--- src/hdl/fixed_pattern_noise_calibrate_correct_top_defines.svh ---
// Assertion macros for the fixed pattern noise block.
// Both expect clk and arst_n in scope.
`ifndef FIXED_PATTERN_NOISE_CALIBRATE_CORRECT_TOP_DEFINES_SVH
`define FIXED_PATTERN_NOISE_CALIBRATE_CORRECT_TOP_DEFINES_SVH

// Consequent must hold in the same cycle as the antecedent.
`define FPN_ASSERT_NOW(lbl, ante, cons, msg) \
	lbl: assert property (@(posedge clk) disable iff (!arst_n) (ante) |-> (cons)) \
		else $error(msg);

// Consequent must hold in the cycle after the antecedent.
`define FPN_ASSERT_NEXT(lbl, ante, cons, msg) \
	lbl: assert property (@(posedge clk) disable iff (!arst_n) (ante) |=> (cons)) \
		else $error(msg);

`endif

--- src/hdl/fpn_pkg.sv ---
`default_nettype none

package fpn_pkg;

	localparam int MaxPixels = 4096;
	localparam int IdxW      = $clog2(MaxPixels);
	localparam int CntW      = IdxW + 1;
	localparam int CfgW      = 13;
	localparam int PixW      = 8;
	localparam int SumW      = 16;
	localparam int FrameW    = 7;
	localparam int AvgShift  = 7;
	localparam int QDepth    = 4;
	localparam int QPtrW     = $clog2(QDepth);

	localparam logic [PixW-1:0] MinInit = 8'd255;

	localparam logic RegCorrEn   = 1'b0;
	localparam logic RegPixCount = 1'b1;

	localparam logic CmdNormal = 1'b0;
	localparam logic CmdCalib  = 1'b1;

	typedef struct packed {
		logic            cal;
		logic            first;
		logic            rebuild;
		logic            last;
		logic [IdxW-1:0] idx;
		logic [PixW-1:0] pix;
	} item_t;

	typedef struct packed {
		logic            corr_en;
		logic [CntW-1:0] n;
	} cfg_t;

	typedef struct packed {
		logic full;
		logic empty;
	} q_stat_t;

	typedef struct packed {
		logic busy;
		logic rebuild_pending;
	} back_stat_t;

	typedef enum logic [2:0] {
		B_RUN,
		B_SCAN,
		B_SCAN_END,
		B_FILL,
		B_FILL_END,
		B_EMIT
	} b_state_t;

endpackage

`default_nettype wire

--- src/hdl/fpn_queue.sv ---
`default_nettype none

module fpn_queue (
	input  logic             clk,
	input  logic             arst_n,
	input  logic             push,
	input  fpn_pkg::item_t   push_item,
	input  logic             pop,
	output fpn_pkg::item_t   pop_item,
	output fpn_pkg::q_stat_t q_stat
);
	import fpn_pkg::*;

	item_t             slots [QDepth];
	logic [QPtrW-1:0]  wr_ptr_q;
	logic [QPtrW-1:0]  rd_ptr_q;
	logic [QPtrW:0]    count_q;

	assign q_stat.full  = (count_q == (QPtrW + 1)'(QDepth));
	assign q_stat.empty = (count_q == '0);
	assign pop_item     = slots[rd_ptr_q];

	always_ff @(posedge clk) begin
		if (push) begin
			slots[wr_ptr_q] <= push_item;
		end
	end

	always_ff @(posedge clk or negedge arst_n) begin
		if (!arst_n) begin
			wr_ptr_q <= '0;
			rd_ptr_q <= '0;
			count_q  <= '0;
		end else begin
			if (push) begin
				wr_ptr_q <= wr_ptr_q + QPtrW'(1);
			end
			if (pop) begin
				rd_ptr_q <= rd_ptr_q + QPtrW'(1);
			end
			case ({push, pop})
				2'b10:   count_q <= count_q + (QPtrW + 1)'(1);
				2'b01:   count_q <= count_q - (QPtrW + 1)'(1);
				default: count_q <= count_q;
			endcase
		end
	end

endmodule

`default_nettype wire

--- config.mk ---
export PLATFORM = sky130hd
export DESIGN_NAME = fpn_queue
export DESIGN_NICKNAME = d
export VERILOG_FILES = /design/src/hdl/fixed_pattern_noise_calibrate_correct_top_defines.svh /design/src/hdl/fpn_pkg.sv /design/src/hdl/fpn_queue.sv
export SDC_FILE = /design/constraint.sdc
export NUM_CORES = 1
export LEC_CHECK = 0
export ABC_AREA = 1
export BUFFER_PORTS_ARGS = -buffer_cell sky130_fd_sc_hd__buf_2
export CORE_MARGIN = 1.5
export CORE_UTILIZATION = 25
export CTS_CLUSTER_SIZE = 25
export DETAILED_ROUTE_END_ITERATION = 6
export PLACE_DENSITY_LB_ADDON = 0.08
export SYNTH_ARGS = -nofsm -noshare
export SYNTH_HDL_FRONTEND = slang
export SYNTH_SLANG_ARGS = --single-unit
--- constraint.sdc ---
create_clock -name clk -period 1.7 [get_ports clk]
set_input_delay 0 -clock clk [delete_from_list [all_inputs] [get_ports clk]]
set_output_delay 0 -clock clk [all_outputs]
set_load 0.005 [all_outputs]
==> Yosys cells after proc, flatten, opt, wreduce, memory -nomap -nowiden <==
Memory sizes are Yosys's and may differ from the RTL's.
Index checks and enable logic that the tools add are counted.
{ "word_totals": {"regBits": 7, "latchBits": 0, "ramBits": 96, "romBits": 0, "inputBits": 28, "out_inout_bits": 26, "elab_cells": 16, "memories": 1} }
{ "classes": {"addsub": 4, "n_mul": 0, "div": 0, "n_lt_le_gt_ge": 0, "n_eq_ne": 3, "shift": 0, "mux": 3, "n_bitwise": 0, "n_reduce_logical": 2} }
{ "mem_list": {"columns": ["name", "words", "word_bits", "read_ports", "rd_ports_with_merged_regs", "wr", "line", "text"], "rows": [
  ["slots", 4, 24, 1, 0, 1, "fpn_queue.sv:14", "item_t slots [QDepth];"]
]} }
{ "ops": {"columns": ["operator", "n"], "rows": [
  ["3-bit case mux with 2 select lines", 1],
  ["2-bit by 1-bit adder with 2-bit output (second input constant)", 2],
  ["3-bit by 1-bit adder with 3-bit output (second input constant)", 1],
  ["3-bit == test (second input constant)", 1],
  ["3-bit zero test", 1],
  ["3-bit by 1-bit subtractor with 3-bit output (second input constant)", 1],
  ["2-bit by 1-bit == test with 1-bit output (second input constant)", 1],
  ["2-bit == test (second input constant)", 1],
  ["1-bit 2-to-1 mux", 2],
  ["2-bit nonzero test", 1]
]} }

==> Longest topological paths before layout <==
{ "depth": {"depth_word": 2, "depth_mapped": 10, "ltp_nobuf": 9} }

==> Least setup slack after synthesis <==
OpenSTA, ideal clock, no wires.
{ "synth_path": {"path_kind": "register to register", "start": "register wr_ptr_q[0]", "end": "memory slots[2][0] (netlist name), enable pin", "setup_ns": 0.379, "t_arrival_ns": 1.144, "t_required_ns": 1.321, "setup_slack_ns": 0.177, "path_stages_with_launch": 5, "path_buffers": 0, "synth_period_minus_slack_ns": 1.523, "cell_sequence": "dfrtp_1 inv_1 ha_1 nand2_1 inv_1"} }
{ "synth_lines": {"columns": ["element", "line", "text"], "rows": [
  ["from (decl)", "fpn_queue.sv:15", "logic [QPtrW-1:0] wr_ptr_q;"],
  ["from (signal assigned)", "fpn_queue.sv:36", "wr_ptr_q <= wr_ptr_q + QPtrW'(1);"],
  ["to (decl)", "fpn_queue.sv:14", null]
]} }
No word-level cell before the write port.

==> flow_summary.toml <==
[hold_path]
hold_path.class = "in2async"

[floorplan]
die_area_sq_um = 18100
io_pins = 54
die_w_um = 135
rows = 47
core_sq_um = 16800
start_util_pct = 25.8
die_h_um = 135

[cts]
insertion_delay_ns = 0.35
cts_buffers = 9
cts_root_buf = "clkbuf_16"
h-tree-depth = 3
clkSinkCount = 103
clockBufferDepth = 2
cts.clk_slew.worst_paths_ns = 0.06
post_cts_buffers = 0
cts_tree = "built"

[setup_path]
crit_chain = "buf_12, o211ai_1, nand2_1, buf_2"
crit_type = "reg2out"
r2r-start = "wr_ptr_q[0]"
worstRegToRegCells = 5
end_kind = "output port"
path_max_fanout = 48
crit_cells = 4
r2r_setup_slack_ns = 0.29
crit_required_ns = 1.70
cp-endpoint = "pop_item[12]"
slowest_delay_ns = 0.54
cp_data_arrival_time_ns = 1.56
r2r_end = "slots[2][6]"
critPathLaunchType = "flop"
crit_family = "flip-flops"
critical_path_buf_inv_count = 2
cp_slowest_cell = "dfrtp_4"
crit_start = "rd_ptr_q[0]"

[placement]
gp_congestion = 0.671
hpwl_mm = 5.89
io_buffers = 53
pre_cts_slack_ns = 0.289
dp_cells = 598
dpl-instance-area_sq_um = 4890

[final_layout]
fin_cells = 642
drive_gt1_share_pct = 23.9
fin_nets = 451
post-route-cell-area_sq_um = 5430
antenna_cells = 0
syn2layout_area_growth_pct = 25.5
fin_util_pct = 32.4

[global_route]
antenna_found_initial = 0
grt_first_pass_wirelength_mm = 14.3
grt_pass1_vias = 2611
grt.overflow.total = 0
groute.usage.overall_pct = 10.8
grt_start_max_net_pins = 49

[detailed_routing]
vias_per_cell = 4.01
wl_mm = 9.12
firstDrtPassIters = 4
wl_per_cell_um = 14.2
ant_nets = 0
num_vias = 2573
drtIter0Drc = 86
drc = 0

[synthesis]
synthCells = 329
ys_ff_latch = 103
syn_area_sq_um = 4330
synth_nets = 363
ys_seq_area_share_pct = 70.7
yosys.cell_types.count = 18
syn_area_per_cell_sq_um = 13.2
yosysWarnings = 0

[sta]
worst_slew_margin_rel_pct = 78.8
rsz0062_at_grt = "false"
tightest_slew_ns = 0.318
hold_viol_final = 0
fin_crit_ns = 1.56
max_freq_mhz = 642
setup_viol_count_final = 0
hold_ws_ns = 0.0103
tns_ns = 0
fin_ws_ns = 0.143
skew_ns = 0.0104
period_share_pct = 91.6
drv_slew = 0

[power]
power_density_nw_per_um2 = 1550
ir_drop_mv = 0.642
fin_total_pwr_mw = 8.44
power.leakage_nw = 2.23

[flow_run]
cap_viol_max_count = 0

[status]
status = "finished, final reports clean"
-- cells in the mapped netlist --
| cell | n | share of area, % |
|---|---|---|
| xor2_1 | 3 | 0.61 |
| nand4_1 | 1 | 0.14 |
| o211ai_1 | 29 | 5.0 |
| buf_2 | 10 | 1.2 |
| o21ai_0 | 2 | 0.23 |
| buf_6 | 6 | 1.6 |
| clkbuf_1 | 1 | 0.087 |
| o211ai_2 | 19 | 5.5 |
| nand3_1 | 1 | 0.12 |
| nor3_1 | 2 | 0.23 |
| dfrtp_1 | 7 | 4.0 |
| nand2_1 | 83 | 7.2 |
| xnor2_1 | 1 | 0.20 |
| edfxtp_1 | 96 | 67 |
| inv_2 | 1 | 0.087 |
| fa_1 | 1 | 0.46 |
| inv_1 | 61 | 5.3 |
| ha_1 | 5 | 1.4 |
-- cells by family after synthesis --
family / after synthesis / share of synthesized area, %
compound gates: 50 / 10.8
xor+xnor: 4 / 0.810
fa+ha+maj: 6 / 1.91
buf+inv: 79 / 8.18
flops: 103 / 70.7
simple gates: 87 / 7.69
-- cells in the final DEF, fill, tap and decap left out --
| cell type | n |
|---|---|
| buf_12 | 3 |
| buf_2 | 53 |
| buf_4 | 10 |
| clkbuf_1 | 1 |
| clkbuf_16 | 9 |
| clkinv_1 | 1 |
| clkinv_2 | 2 |
| clkinv_4 | 1 |
| clkinvlp_4 | 2 |
| dfrtp_1 | 6 |
| dfrtp_4 | 1 |
| dlygate4sd3_1 | 28 |
| edfxtp_1 | 96 |
| fa_1 | 1 |
| ha_1 | 5 |
| inv_1 | 61 |
| inv_2 | 1 |
| nand2_1 | 83 |
| nand3_1 | 1 |
| nand4_1 | 1 |
| nor3_1 | 2 |
| o211ai_1 | 29 |
| o211ai_2 | 19 |
| o21ai_0 | 2 |
| xnor2_1 | 1 |
| xor2_1 | 3 |
-- power breakdown --
part	switching (mW)	internal [mW]
clock	0.908	0.986
combinational	1.79	1.22
sequential	0.199	3.34
total	2.90	5.54
-- cell type report --
class                      instances  area, sq um
clock buffer                      10          229
clock inverter                     6         37.5
fill                            1702        11300
inverter                          62          233
multi-input combinational        147          916
sequential                       103         3060
tap                              220          275
timing repair buffer              94          681
-- registers in the layout, indices dropped and copies added, names as in the netlist --
| signal | flops |
|---|---|
| slots | 96 |
| wr_ptr_q | 2 |
| count_q | 3 |
| rd_ptr_q | 2 |
-- how the worst min path moves through the flow --
| stage | endpoint | slack, ns | depth (start not counted) |
|---|---|---|---|
| 2_1_floorplan | count_q[0] | -0.30 | 0 |
| 3_3_place_gp | count_q[0] | -0.15 | 1 |
| 3_5_place_dp | count_q[0] | -0.15 | 1 |
| 4_1_cts | count_q[0] | 0.0006 | 2 |
| 5_1_grt | count_q[0] | 0.04 | 2 |
| 6_report | count_q[0] | 0.01 | 2 |
-- per-layer routing --
metal / GRT usage [%] / wire length (um) / up-vias
li1: - / - / 1299
met1: 12.7 / 4150 / 1224
met2: 18.4 / 4490 / 38
met3: 2.97 / 303 / 12
met4: 4.66 / 175 / 0
met5: 0 / 0 / -
-- what timing repair did --
action                                  in CTS  in global routing
hold buffers                                28                  0
hold endpoints to repair                   107                  0
resized for setup                            0                  0
endpoints found under the setup margin       0                  0
No activity file was read; power rests on OpenSTA's default activity.
