**config.mk**
```make
export PLATFORM = sky130hd
export DESIGN_NAME = fpn_front_flat
export DESIGN_NICKNAME = d
export VERILOG_FILES = /design/src/hdl/fixed_pattern_noise_calibrate_correct_top_defines.svh /design/src/hdl/fpn_pkg.sv /design/src/hdl/fpn_ifs.sv /design/src/hdl/fpn_front.sv /design/src/flat_wrapper.sv
export SDC_FILE = /design/constraint.sdc
export NUM_CORES = 1
export LEC_CHECK = 0
export BUFFER_PORTS_ARGS = -buffer_cell sky130_fd_sc_hd__buf_2
export CELL_PAD_IN_SITES_DETAIL_PLACEMENT = 1
export CELL_PAD_IN_SITES_GLOBAL_PLACEMENT = 2
export CORE_MARGIN = 5
export CORE_UTILIZATION = 29
export CTS_CLUSTER_DIAMETER = 50
export DETAILED_ROUTE_END_ITERATION = 7
export HOLD_SLACK_MARGIN = 0.06
export PLACE_DENSITY_LB_ADDON = 0.1
export SKIP_CTS_REPAIR_TIMING = 1
export SLEW_MARGIN = 20
export SYNTH_ARGS = -nofsm -noshare
export SYNTH_HDL_FRONTEND = slang
export SYNTH_SLANG_ARGS = --single-unit
```
**constraint.sdc**
```tcl
create_clock -name clk -period 2.7 [get_ports clk]
set_input_delay 0 -clock clk [delete_from_list [all_inputs] [get_ports clk]]
set_output_delay 0 -clock clk [all_outputs]
set_load 0.02 [all_outputs]
```
**src/hdl/fixed_pattern_noise_calibrate_correct_top_defines.svh**
```systemverilog
// Assertion macros for the fixed pattern noise block.
// Both expect clk and arst_n in scope.
`ifndef FIXED_PATTERN_NOISE_CALIBRATE_CORRECT_TOP_DEFINES_SVH
`define FIXED_PATTERN_NOISE_CALIBRATE_CORRECT_TOP_DEFINES_SVH

// Consequent must hold in the same cycle as the antecedent.
`define FPN_ASSERT_NOW(lbl, ante, cons, msg) \
	lbl: assert property (@(posedge clk) disable iff (!arst_n) (ante) |-> (cons)) \
		else $error(msg);

// Consequent must hold in the cycle after the antecedent.
`define FPN_ASSERT_NEXT(lbl, ante, cons, msg) \
	lbl: assert property (@(posedge clk) disable iff (!arst_n) (ante) |=> (cons)) \
		else $error(msg);

`endif

```
**src/hdl/fpn_pkg.sv**
```systemverilog
`default_nettype none

package fpn_pkg;

	localparam int MaxPixels = 4096;
	localparam int IdxW      = $clog2(MaxPixels);
	localparam int CntW      = IdxW + 1;
	localparam int CfgW      = 13;
	localparam int PixW      = 8;
	localparam int SumW      = 16;
	localparam int FrameW    = 7;
	localparam int AvgShift  = 7;
	localparam int QDepth    = 4;
	localparam int QPtrW     = $clog2(QDepth);

	localparam logic [PixW-1:0] MinInit = 8'd255;

	localparam logic RegCorrEn   = 1'b0;
	localparam logic RegPixCount = 1'b1;

	localparam logic CmdNormal = 1'b0;
	localparam logic CmdCalib  = 1'b1;

	typedef struct packed {
		logic            cal;
		logic            first;
		logic            rebuild;
		logic            last;
		logic [IdxW-1:0] idx;
		logic [PixW-1:0] pix;
	} item_t;

	typedef struct packed {
		logic            corr_en;
		logic [CntW-1:0] n;
	} cfg_t;

	typedef struct packed {
		logic full;
		logic empty;
	} q_stat_t;

	typedef struct packed {
		logic busy;
		logic rebuild_pending;
	} back_stat_t;

	typedef enum logic [2:0] {
		B_RUN,
		B_SCAN,
		B_SCAN_END,
		B_FILL,
		B_FILL_END,
		B_EMIT
	} b_state_t;

endpackage

`default_nettype wire

```
**src/hdl/fpn_ifs.sv**
```systemverilog
`default_nettype none

interface fpn_in_if;
	logic                     valid;
	logic                     ready;
	logic                     command;
	logic [fpn_pkg::PixW-1:0] pixel_value;

	modport source (output valid, output command, output pixel_value, input ready);
	modport sink (input valid, input command, input pixel_value, output ready);
endinterface


interface fpn_cfg_if;
	logic                     valid;
	logic                     ready;
	logic                     index;
	logic [fpn_pkg::CfgW-1:0] data;

	modport source (output valid, output index, output data, input ready);
	modport sink (input valid, input index, input data, output ready);
endinterface

`default_nettype wire

```
**src/hdl/fpn_front.sv**
```systemverilog
`default_nettype none

module fpn_front (
	input  logic             clk,
	input  logic             arst_n,
	fpn_in_if.sink           pix_in,
	fpn_cfg_if.sink          cfg,
	input  fpn_pkg::q_stat_t q_stat,
	output logic             push,
	output fpn_pkg::item_t   push_item,
	output fpn_pkg::cfg_t    cfg_val
);
	import fpn_pkg::*;

	logic              corr_en_q;
	logic [CntW-1:0]   n_q;
	logic [IdxW-1:0]   cnt_q;
	logic [FrameW-1:0] frames_q;
	logic [CntW-1:0]   eff;
	logic              cfg_wr;
	logic              last;

	assign cfg.ready    = 1'b1;
	assign cfg_wr       = cfg.valid && cfg.ready;
	assign pix_in.ready = !q_stat.full;
	assign push         = pix_in.valid && pix_in.ready;

	// clamp the requested pixel count into one to the store depth
	always_comb begin
		if (cfg.data == '0) begin
			eff = CntW'(1);
		end else if (CntW'(cfg.data) > CntW'(MaxPixels)) begin
			eff = CntW'(MaxPixels);
		end else begin
			eff = CntW'(cfg.data);
		end
	end

	assign last = (cnt_q == '0);

	always_comb begin
		push_item.cal     = (pix_in.command == CmdCalib);
		push_item.first   = (frames_q == '0);
		push_item.rebuild = (pix_in.command == CmdCalib) && last && (frames_q == '1);
		push_item.last    = last;
		push_item.idx     = cnt_q;
		push_item.pix     = pix_in.pixel_value;
	end

	assign cfg_val.corr_en = corr_en_q;
	assign cfg_val.n       = n_q;

	always_ff @(posedge clk or negedge arst_n) begin
		if (!arst_n) begin
			corr_en_q <= 1'b0;
			n_q       <= CntW'(MaxPixels);
			cnt_q     <= IdxW'(MaxPixels - 1);
			frames_q  <= '0;
		end else if (cfg_wr) begin
			if (cfg.index == RegCorrEn) begin
				corr_en_q <= cfg.data[0];
			end else begin
				// restart the frame, keep calibration progress
				n_q   <= eff;
				cnt_q <= IdxW'(eff - CntW'(1));
			end
		end else if (push) begin
			cnt_q <= last ? IdxW'(n_q - CntW'(1)) : cnt_q - IdxW'(1);
			if (push_item.cal && last) begin
				frames_q <= frames_q + FrameW'(1);
			end
		end
	end

endmodule

`default_nettype wire

```
**src/flat_wrapper.sv**
```systemverilog
// flat-port wrapper written by rule: the top's interface ports become plain ports
module fpn_front_flat import fpn_pkg::*;
  (clk, arst_n, q_stat, push, push_item, cfg_val, pix_in_valid, pix_in_command, pix_in_pixel_value, pix_in_ready, cfg_valid, cfg_index, cfg_data, cfg_ready);
  fpn_in_if pix_in_i ();
  fpn_cfg_if cfg_i ();
  input  logic clk;
  input  logic arst_n;
  input  fpn_pkg::q_stat_t q_stat;
  output logic push;
  output fpn_pkg::item_t push_item;
  output fpn_pkg::cfg_t cfg_val;
  input wire logic [$bits(pix_in_i.valid)-1:0] pix_in_valid;
  input wire logic [$bits(pix_in_i.command)-1:0] pix_in_command;
  input wire logic [$bits(pix_in_i.pixel_value)-1:0] pix_in_pixel_value;
  output wire logic [$bits(pix_in_i.ready)-1:0] pix_in_ready;
  input wire logic [$bits(cfg_i.valid)-1:0] cfg_valid;
  input wire logic [$bits(cfg_i.index)-1:0] cfg_index;
  input wire logic [$bits(cfg_i.data)-1:0] cfg_data;
  output wire logic [$bits(cfg_i.ready)-1:0] cfg_ready;
  assign pix_in_i.valid = pix_in_valid;
  assign pix_in_i.command = pix_in_command;
  assign pix_in_i.pixel_value = pix_in_pixel_value;
  assign pix_in_ready = pix_in_i.ready;
  assign cfg_i.valid = cfg_valid;
  assign cfg_i.index = cfg_index;
  assign cfg_i.data = cfg_data;
  assign cfg_ready = cfg_i.ready;
  fpn_front u_core (.clk(clk), .arst_n(arst_n), .pix_in(pix_in_i), .cfg(cfg_i), .q_stat(q_stat), .push(push), .push_item(push_item), .cfg_val(cfg_val));
endmodule
```
-- After elaboration in Yosys (flattened, before gate mapping)
Cells that the tools add are included.
- add/sub/neg operators: 4
- order comparisons: 1
- eq/ne operators: 2
- muxes and demuxes: 6
- bitwise gates (word level): 2
- reduce and logical (&&, ||, !) cells: 12
- operators by type and width (operator ; count):
    12-bit 2-to-1 mux ; 4
    12-bit by 1-bit subtractor with 12-bit output (second input constant) ; 3
    13-bit 2-to-1 mux ; 2
    13-bit > comparator (second input constant) ; 1
    13-bit zero test ; 1
    12-bit zero test ; 1
    7-bit by 1-bit adder with 7-bit output (second input constant) ; 1
    7-bit equality test (second input constant) ; 1
    7-bit zero test ; 1
    2-bit AND reduction ; 3
    1-bit logical AND ; 3
    3-bit AND reduction ; 1
    2-bit by 1-bit inequality test with 1-bit output (second input constant) ; 1
    1-bit NOT ; 2
    2-bit nonzero test ; 1
    1-bit zero test ; 1
- register bits after elaboration: 33
- output and inout bits: 41
- word-level logic and storage cells: 31

-- Logic depth before layout (Yosys ltp)
Gate-level depths: netlist (run 1).
- word-level depth: 6
- gate-level depth with buffers: 10

-- Least setup slack after synthesis (run 1)
No wires, ideal clock.
- path type: reg2reg
- start: reg u_core.cnt_q[9]
- end: reg u_core.cnt_q[6]
- arrival: 2.330 ns
- path slack: 0.291 ns
- cell stages (with the launch flop): 11
- period minus slack after synthesis: 2.409 ns
- path through: dfstp_2 > nor4_1 > buf_6 > nand4_1 > a22oi_1 > inv_1 > ha_1 > o21ai_1 > nor4_1 > xnor2_1 > o21ai_0
- longest elaborated chain between the ends: 4
- ends and longest elaborated chain (what ; RTL line ; text):
    start: declaration ; fpn_front.sv:17 ; logic [IdxW-1:0] cnt_q;
    start signal: assignment ; fpn_front.sv:57 ; cnt_q <= IdxW'(MaxPixels - 1);
    start signal: assignment ; fpn_front.sv:65 ; cnt_q <= IdxW'(eff - CntW'(1));
    start signal: assignment ; fpn_front.sv:68 ; cnt_q <= last ? IdxW'(n_q - CntW'(1)) : cnt_q - IdxW'(1);
    12-bit zero test ; fpn_front.sv:39 ; assign last = (cnt_q == '0);
    12-bit 2-to-1 mux ; fpn_front.sv:68 ;
    12-bit 2-to-1 mux ; fpn_front.sv:67 ; end else if (push) begin
    12-bit 2-to-1 mux ; fpn_front.sv:59 ; end else if (cfg_wr) begin
Every way passes these cells. The select of a mux whose other input is x is not followed.
A chain may end at the register's enable or synchronous reset.

-- Worst setup path in the final report (run 1)
- start: reg u_core.cnt_q[9]
- end: reg u_core.cnt_q[8]
The elaborated chain is that of the path after synthesis.

==> flow_summary_export.csv, run 1 <==
group,metric,value,unit
outcome,status,"complete, no violations",
power_and_ir_drop,seqPwrFrac,0.432,
layout,instances_no_fill,398,
detailed_routing,via_per_inst,4.992,
power_and_ir_drop,power.total,1.528,mW
sta,rsz0062_at_grt,"no",
worst_setup_path,arrival,2.75,ns
power_and_ir_drop,switching_share,0.3716,
clock_tree,cts_made_buffers,5,
placed_design,place_inst,372,
detailed_routing,drc,0,
floorplan,start_util,0.2936,
worst_hold_path,min_path_type,"in -> reg",
sta,setup_ws,0.1499,ns
yosys,synth-seq-area-share,0.3996,
yosys,synth_cell_type_count,49,
sta,finalSetupViolations,0,
global_route,grt_usage,0.1600,
sta,slew_viol_final,0,
floorplan,rows,31,
yosys,synth_top_area_cell,"dfrtp_1",
yosys,synth.most_common_cell,"nand2_1",
placed_design,routabilityCongestion,0.7536,
layout,fin_nets,330,
sta,skew,0.006001,ns
yosys,yosys_warnings,0,
worst_setup_path,endpoint_kind,"flip-flop",
sta,hold_viol,0,
power_and_ir_drop,p_int,960.5,uW
clock_tree,cts_buffer_depth,2,
yosys,ys.flop_type,"dfrtp_1",
global_route,grt_pass1_vias,2098,
sta,period_needed,2.550,ns
power_and_ir_drop,leakage,1.182,nW
detailed_routing,initialDrtViolationCount,55,
detailed_routing,postRouteAntennaNets,0,
sta,worstMarginPinSlew,0.7913,ns
power_and_ir_drop,p_comb_frac,0.327,
power_and_ir_drop,switchingPower,567.9,uW
yosys,postSynthCellCount,236,
worst_setup_path,critical_path_required,2.90,ns
sta,post-route-period-util,0.9445,
layout,design_area,0.002688,mm2
global_route,grt_pass1_wl,11.11,mm
sta,clock.fmax,392.1,MHz
yosys,synth.avg_cell_area,8.928,um2
placed_design,pre_cts_ws,0.09183,ns
yosys,synth_area_leaders,"dfrtp_1 (24%), dfstp_2 (16%), buf_4 (4.6%), nand2_1 (4.6%), o21ai_0 (3.6%)",
detailed_routing,wl_per_cell,17.20,um
clock_tree,clock-sinks,33,
sta,fin_setup_tns,0,ns
floorplan,dieArea,0.009071,mm2
global_route,overflow,0,
sta,holdWs,0.03251,ns
yosys,async_reset_ff_frac,1.000,
clock_tree,cts_tree,"yes",
layout,diodes,0,
yosys,synth_edf_count,0,
placed_design,dpl_cell_area,0.002421,mm2
floorplan,pin_count,70,
job,maxCapViolCount,0,
floorplan,fp.coreArea,0.007176,mm2
clock_tree,cts_root_buf,"clkbuf_8",
clock_tree,cts.htree.levels,2,
power_and_ir_drop,clkPwrFrac,0.241,
worst_setup_path,critical_path.max_fanout,13,
yosys,synth.ff_latch_count,33,
floorplan,chipHeight,95.24,um
layout,fin_util,0.3745,
detailed_routing,wirelength,6.847,mm
yosys,syn_area,0.002107,mm2
global_route,antenna_found_initial,0,
layout,syn_to_final_growth,27.55,%
detailed_routing,drt_first_pass_iters,4,
sta,relSlewSlack,0.4725,
yosys,synthTopCellsByCount,"nand2_1 (26), dfrtp_1 (20), nor2_1 (17)",
clock_tree,clkTransAtPathRegs,0.07,ns
power_and_ir_drop,ir_worst_vdd,0.2319,mV
global_route,grt_max_degree,34,
placed_design,port_buffers,51,
detailed_routing,num_vias,1987,
placed_design,hpwl,5.205,mm
clock_tree,clk_latency,0.29,ns
layout,drive_gt1_frac,0.3378,
worst_setup_path,startpoint_type,"flip-flop",
worst_setup_path,critPathKind,"reg -> reg",
yosys,synth_top_area_share,0.2375,
power_and_ir_drop,power.density,568.7,mW/mm2
floorplan,die_w,95.24,um
yosys,synth_nets,268,
layout make-up:
| cell class | instances | area [um2] |
|---|---|---|
| timing repair buffer | 82 | 533.0 |
| tap | 99 | 123.9 |
| multi-input combinational | 169 | 1080 |
| clock buffer | 6 | 72.57 |
| clock inverter | 2 | 10.01 |
| fill | 885 | 4488 |
| inverter | 7 | 26.28 |
| sequential | 33 | 842.1 |
worst paths after layout:
kind | start | end | depth (start not counted) | slack [ns]
hold reg to reg | u_core.n_q[12] | u_core.n_q[12] | 2 | 0.48
hold / removal | cfg_data[5] | u_core.n_q[5] | 3 | 0.03
min in group asynchronous | arst_n | u_core.n_q[3] | 2 | 0.33
setup / recovery | u_core.cnt_q[9] | u_core.cnt_q[8] | 7 | 0.15
max in group asynchronous | arst_n | u_core.n_q[0] | 2 | 1.87
setup reg to reg | u_core.cnt_q[9] | u_core.cnt_q[8] | 7 | 0.15
power groups by stage:
| stage | registers [mW] | clock network, mW | logic, mW |
|---|---|---|---|
| final | 0.661 | 0.368 | 0.499 |
| after detailed placement | 0.672 | 0 | 0.472 |
| after global placement | 0.670 | 0 | 0.473 |
| after global routing | 0.672 | 0.409 | 0.554 |
| after floorplan | 0.731 | 0 | 0.230 |
| after CTS | 0.663 | 0.391 | 0.476 |
state kept, by name, summed over array words and instances (netlist names):
| register | flops |
|---|---|
| u_core.cnt_q | 12 |
| u_core.corr_en_q | 1 |
| u_core.frames_q | 7 |
| u_core.n_q | 13 |
logic make-up after synthesis:
kind of cell,after synthesis,synth area share
flops,33,0.3996
buf+inv,34,0.09560
other cells,1,0.001780
xor+xnor,8,0.03326
mux,7,0.03682
compound gates,57,0.1847
fa+ha+maj,3,0.01782
simple gates,93,0.2304
per-layer routing:
| metal | global-route usage | up-vias | share of wire |
|---|---|---|---|
| met5 | 0 | - | 0 |
| met3 | 0.03078 | 8 | 0.042 |
| met4 | 0.04688 | 0 | 0.013 |
| met1 | 0.2083 | 965 | 0.46 |
| met2 | 0.2682 | 43 | 0.48 |
| li1 | - | 971 | - |
worst max-delay path, cell delays in order (launching register included):
cell and delay (ns):
dfstp_2 0.60, nor4_2 0.06, buf_4 0.18, nand4_1 0.09, a31oi_1 0.15, or4_4 0.62, or4_1 0.54, a31oi_1 0.22
layout by cell type, fill, tap and decap left out, drive strengths merged, types with 5 or more instances in the layout:
cell type and instances:
clkbuf 6, nor4 10, inv 7, dfstp 13
dlygate4sd3 18, a41oi 6, xnor2 6, o21ai 16
nand4 8, nor2 17, a21oi 8, buf 64
dfrtp 20, a31oi 7, mux2 6, nor2b 5
nand2 26, a22oi 6
No activity file was read; power rests on OpenSTA's default activity.
==> inputs of run 2 (changes only) <==
- BUFFER_PORTS_ARGS: -buffer_cell sky130_fd_sc_hd__buf_2 -> default
- CELL_PAD_IN_SITES_DETAIL_PLACEMENT: 1 -> 0
- CELL_PAD_IN_SITES_GLOBAL_PLACEMENT: 2 -> 1
- CORE_UTILIZATION: 29 -> 46
- DONT_BUFFER_PORTS: default -> 1
==> run 2 against run 1 <==
Against the previous run: combinational power down 8.0%; sequential cell count unchanged; core utilization rose by 20 points; via count decreased by 3.3%; count of clock-buffer cells in the layout is 1 higher; fmax grew 0.37%; critical path type unchanged; largest cell class unchanged; highest routed layer unchanged.
==> flow_summary_export.csv, run 2 (synthesis results as in run 1) <==
group,metric,value,unit
layout,instances_no_fill,313,
layout,largest_register_ffs,13,
placed_design,port_buffers,0,
floorplan,die_w,77.68,um
detailed_routing,wl_met2,2.969,mm
worst_setup_path,arrival,2.74,ns
sta,slew_viol_final,0,
clock_tree,cts_tree,"yes",
sta,setup_ws,0.1592,ns
layout,fin_nets,292,
placed_design,hpwl,4.525,mm
layout,multiInputGateArea,0.001080,mm2
sta,post-route-period-util,0.9410,
worst_setup_path,critical_path_required,2.90,ns
power_and_ir_drop,switchingPower,547.2,uW
worst_setup_path,critPathKind,"reg -> reg",
layout,drive_gt1_frac,0.2222,
power_and_ir_drop,power.density,640.0,mW/mm2
layout,n_fill_cell,403,
power_and_ir_drop,leakage,1.045,nW
layout,final_common_cell,"nand2_1",
placed_design,pre_cts_ws,0.1868,ns
clock_tree,cts_root_buf,"clkbuf_8",
global_route,overflow,0,
clock_tree,clkTransAtPathRegs,0.07,ns
worst_setup_path,critical_path.max_fanout,13,
floorplan,dieArea,0.006034,mm2
floorplan,pin_count,70,
detailed_routing,met1_length,2.493,mm
floorplan,start_util,0.4773,
clock_tree,clk_latency,0.28,ns
power_and_ir_drop,p_comb_frac,0.284,
global_route,grt_usage,0.1971,
floorplan,chipHeight,77.68,um
power_and_ir_drop,power.total,1.619,mW
power_and_ir_drop,switching_share,0.3380,
clock_tree,cts.htree.levels,2,
sta,finalSetupViolations,0,
worst_setup_path,endpoint_kind,"flip-flop",
global_route,antenna_found_initial,0,
detailed_routing,postRouteAntennaNets,0,
layout,regMostFlops,"u_core.n_q",
detailed_routing,drt_first_pass_iters,4,
sta,clock.fmax,393.6,MHz
detailed_routing,wirelength,6.337,mm
clock_tree,cts_buffer_depth,2,
power_and_ir_drop,seqPwrFrac,0.416,
layout,final_cell_mix,"nand2_1 (26), dlygate4sd3_1 (23), buf_4 (20), dfrtp_1 (20), nor2_1 (17)",
sta,skew,0.007115,ns
power_and_ir_drop,clkPwrFrac,0.300,
layout,reg_top3,"u_core.n_q x13, u_core.cnt_q x12, u_core.frames_q x7",
detailed_routing,initialDrtViolationCount,118,
power_and_ir_drop,ir_worst_vdd,0.4435,mV
clock_tree,cts_made_buffers,5,
worst_hold_path,min_path_type,"in -> reg",
sta,fin_setup_tns,0,ns
worst_setup_path,startpoint_type,"flip-flop",
sta,period_needed,2.541,ns
layout,seq_area,842.1,um2
sta,worstMarginPinSlew,0.8471,ns
global_route,grt_pass1_wl,9.480,mm
detailed_routing,via_per_inst,6.141,
sta,rsz0062_at_grt,"no",
detailed_routing,num_vias,1922,
detailed_routing,drc,0,
layout,diodes,0,
floorplan,rows,24,
global_route,grt_pass1_vias,1711,
clock_tree,clock-sinks,33,
placed_design,place_inst,281,
sta,relSlewSlack,0.4352,
job,maxCapViolCount,0,
detailed_routing,top_layer,"met4",
detailed_routing,wl_per_cell,20.25,um
detailed_routing,wl_met3,815,um
sta,hold_viol,0,
global_route,grt_max_degree,34,
layout,syn_to_final_growth,20.07,%
floorplan,fp.coreArea,0.004414,mm2
power_and_ir_drop,p_int,1.072,mW
outcome,status,"complete, no violations",
placed_design,routabilityCongestion,0.8956,
## run 2: path summary, 6_finish.rpt
| check | from | slack, ns | end | cells after the start |
|---|---|---|---|---|
| max in group asynchronous | arst_n | 2.28 | u_core.cnt_q[10] | 2 |
| worst max register to register | u_core.cnt_q[3] | 0.16 | u_core.cnt_q[8] | 7 |
| worst min-delay path | cfg_data[10] | 0.04 | u_core.n_q[10] | 2 |
| min in group asynchronous | arst_n | 0.17 | u_core.n_q[1] | 2 |
| worst max-delay path | u_core.cnt_q[3] | 0.16 | u_core.cnt_q[8] | 7 |
| worst min register to register | u_core.frames_q[5] | 0.51 | u_core.frames_q[5] | 1 |
## run 2: power by group through the flow
stage | Combinational, mW | Sequential (mW) | Clock, mW
3_3_place_gp | 0.394 | 0.680 | 0
3_5_place_dp | 0.399 | 0.684 | 0
5_1_grt | 0.498 | 0.685 | 0.520
6_report | 0.459 | 0.674 | 0.486
2_1_floorplan | 0.230 | 0.731 | 0
4_1_cts | 0.402 | 0.675 | 0.492
## run 2: critical path, stage by stage (launching register included)
cell     delay [ns]
dfstp_2        0.56
nor4_2         0.05
buf_4          0.18
nand4_1        0.09
a31oi_1        0.13
or4_1          0.67
or4_1          0.57
a31oi_1        0.20
## run 2: final cells by class
cell class	count	area share
multi-input combinational	169	0.4268
sequential	33	0.3328
timing repair buffer	44	0.1583
clock buffer	7	0.03412
tap	52	0.02572
clock inverter	1	0.01187
inverter	7	0.01039
## run 2: through the flow
step / utilization / cell area (um2) / hold WS (ns)
after global placement: 0.4892 / 2160 / -0.2939
after detailed placement: 0.4892 / 2160 / -0.2938
final: 0.5731 / 2530 / 0.04394
after CTS: 0.5156 / 2276 / -0.6034
after global routing: 0.5731 / 2530 / 0.06028
after floorplan: - / 2107 / -0.2956
## run 2: routing by layer
metal	global-route usage	up-vias
met3	0.08333	9
met4	0.05670	0
li1	-	897
met1	0.2600	914
met2	0.2947	102
met5	0	-
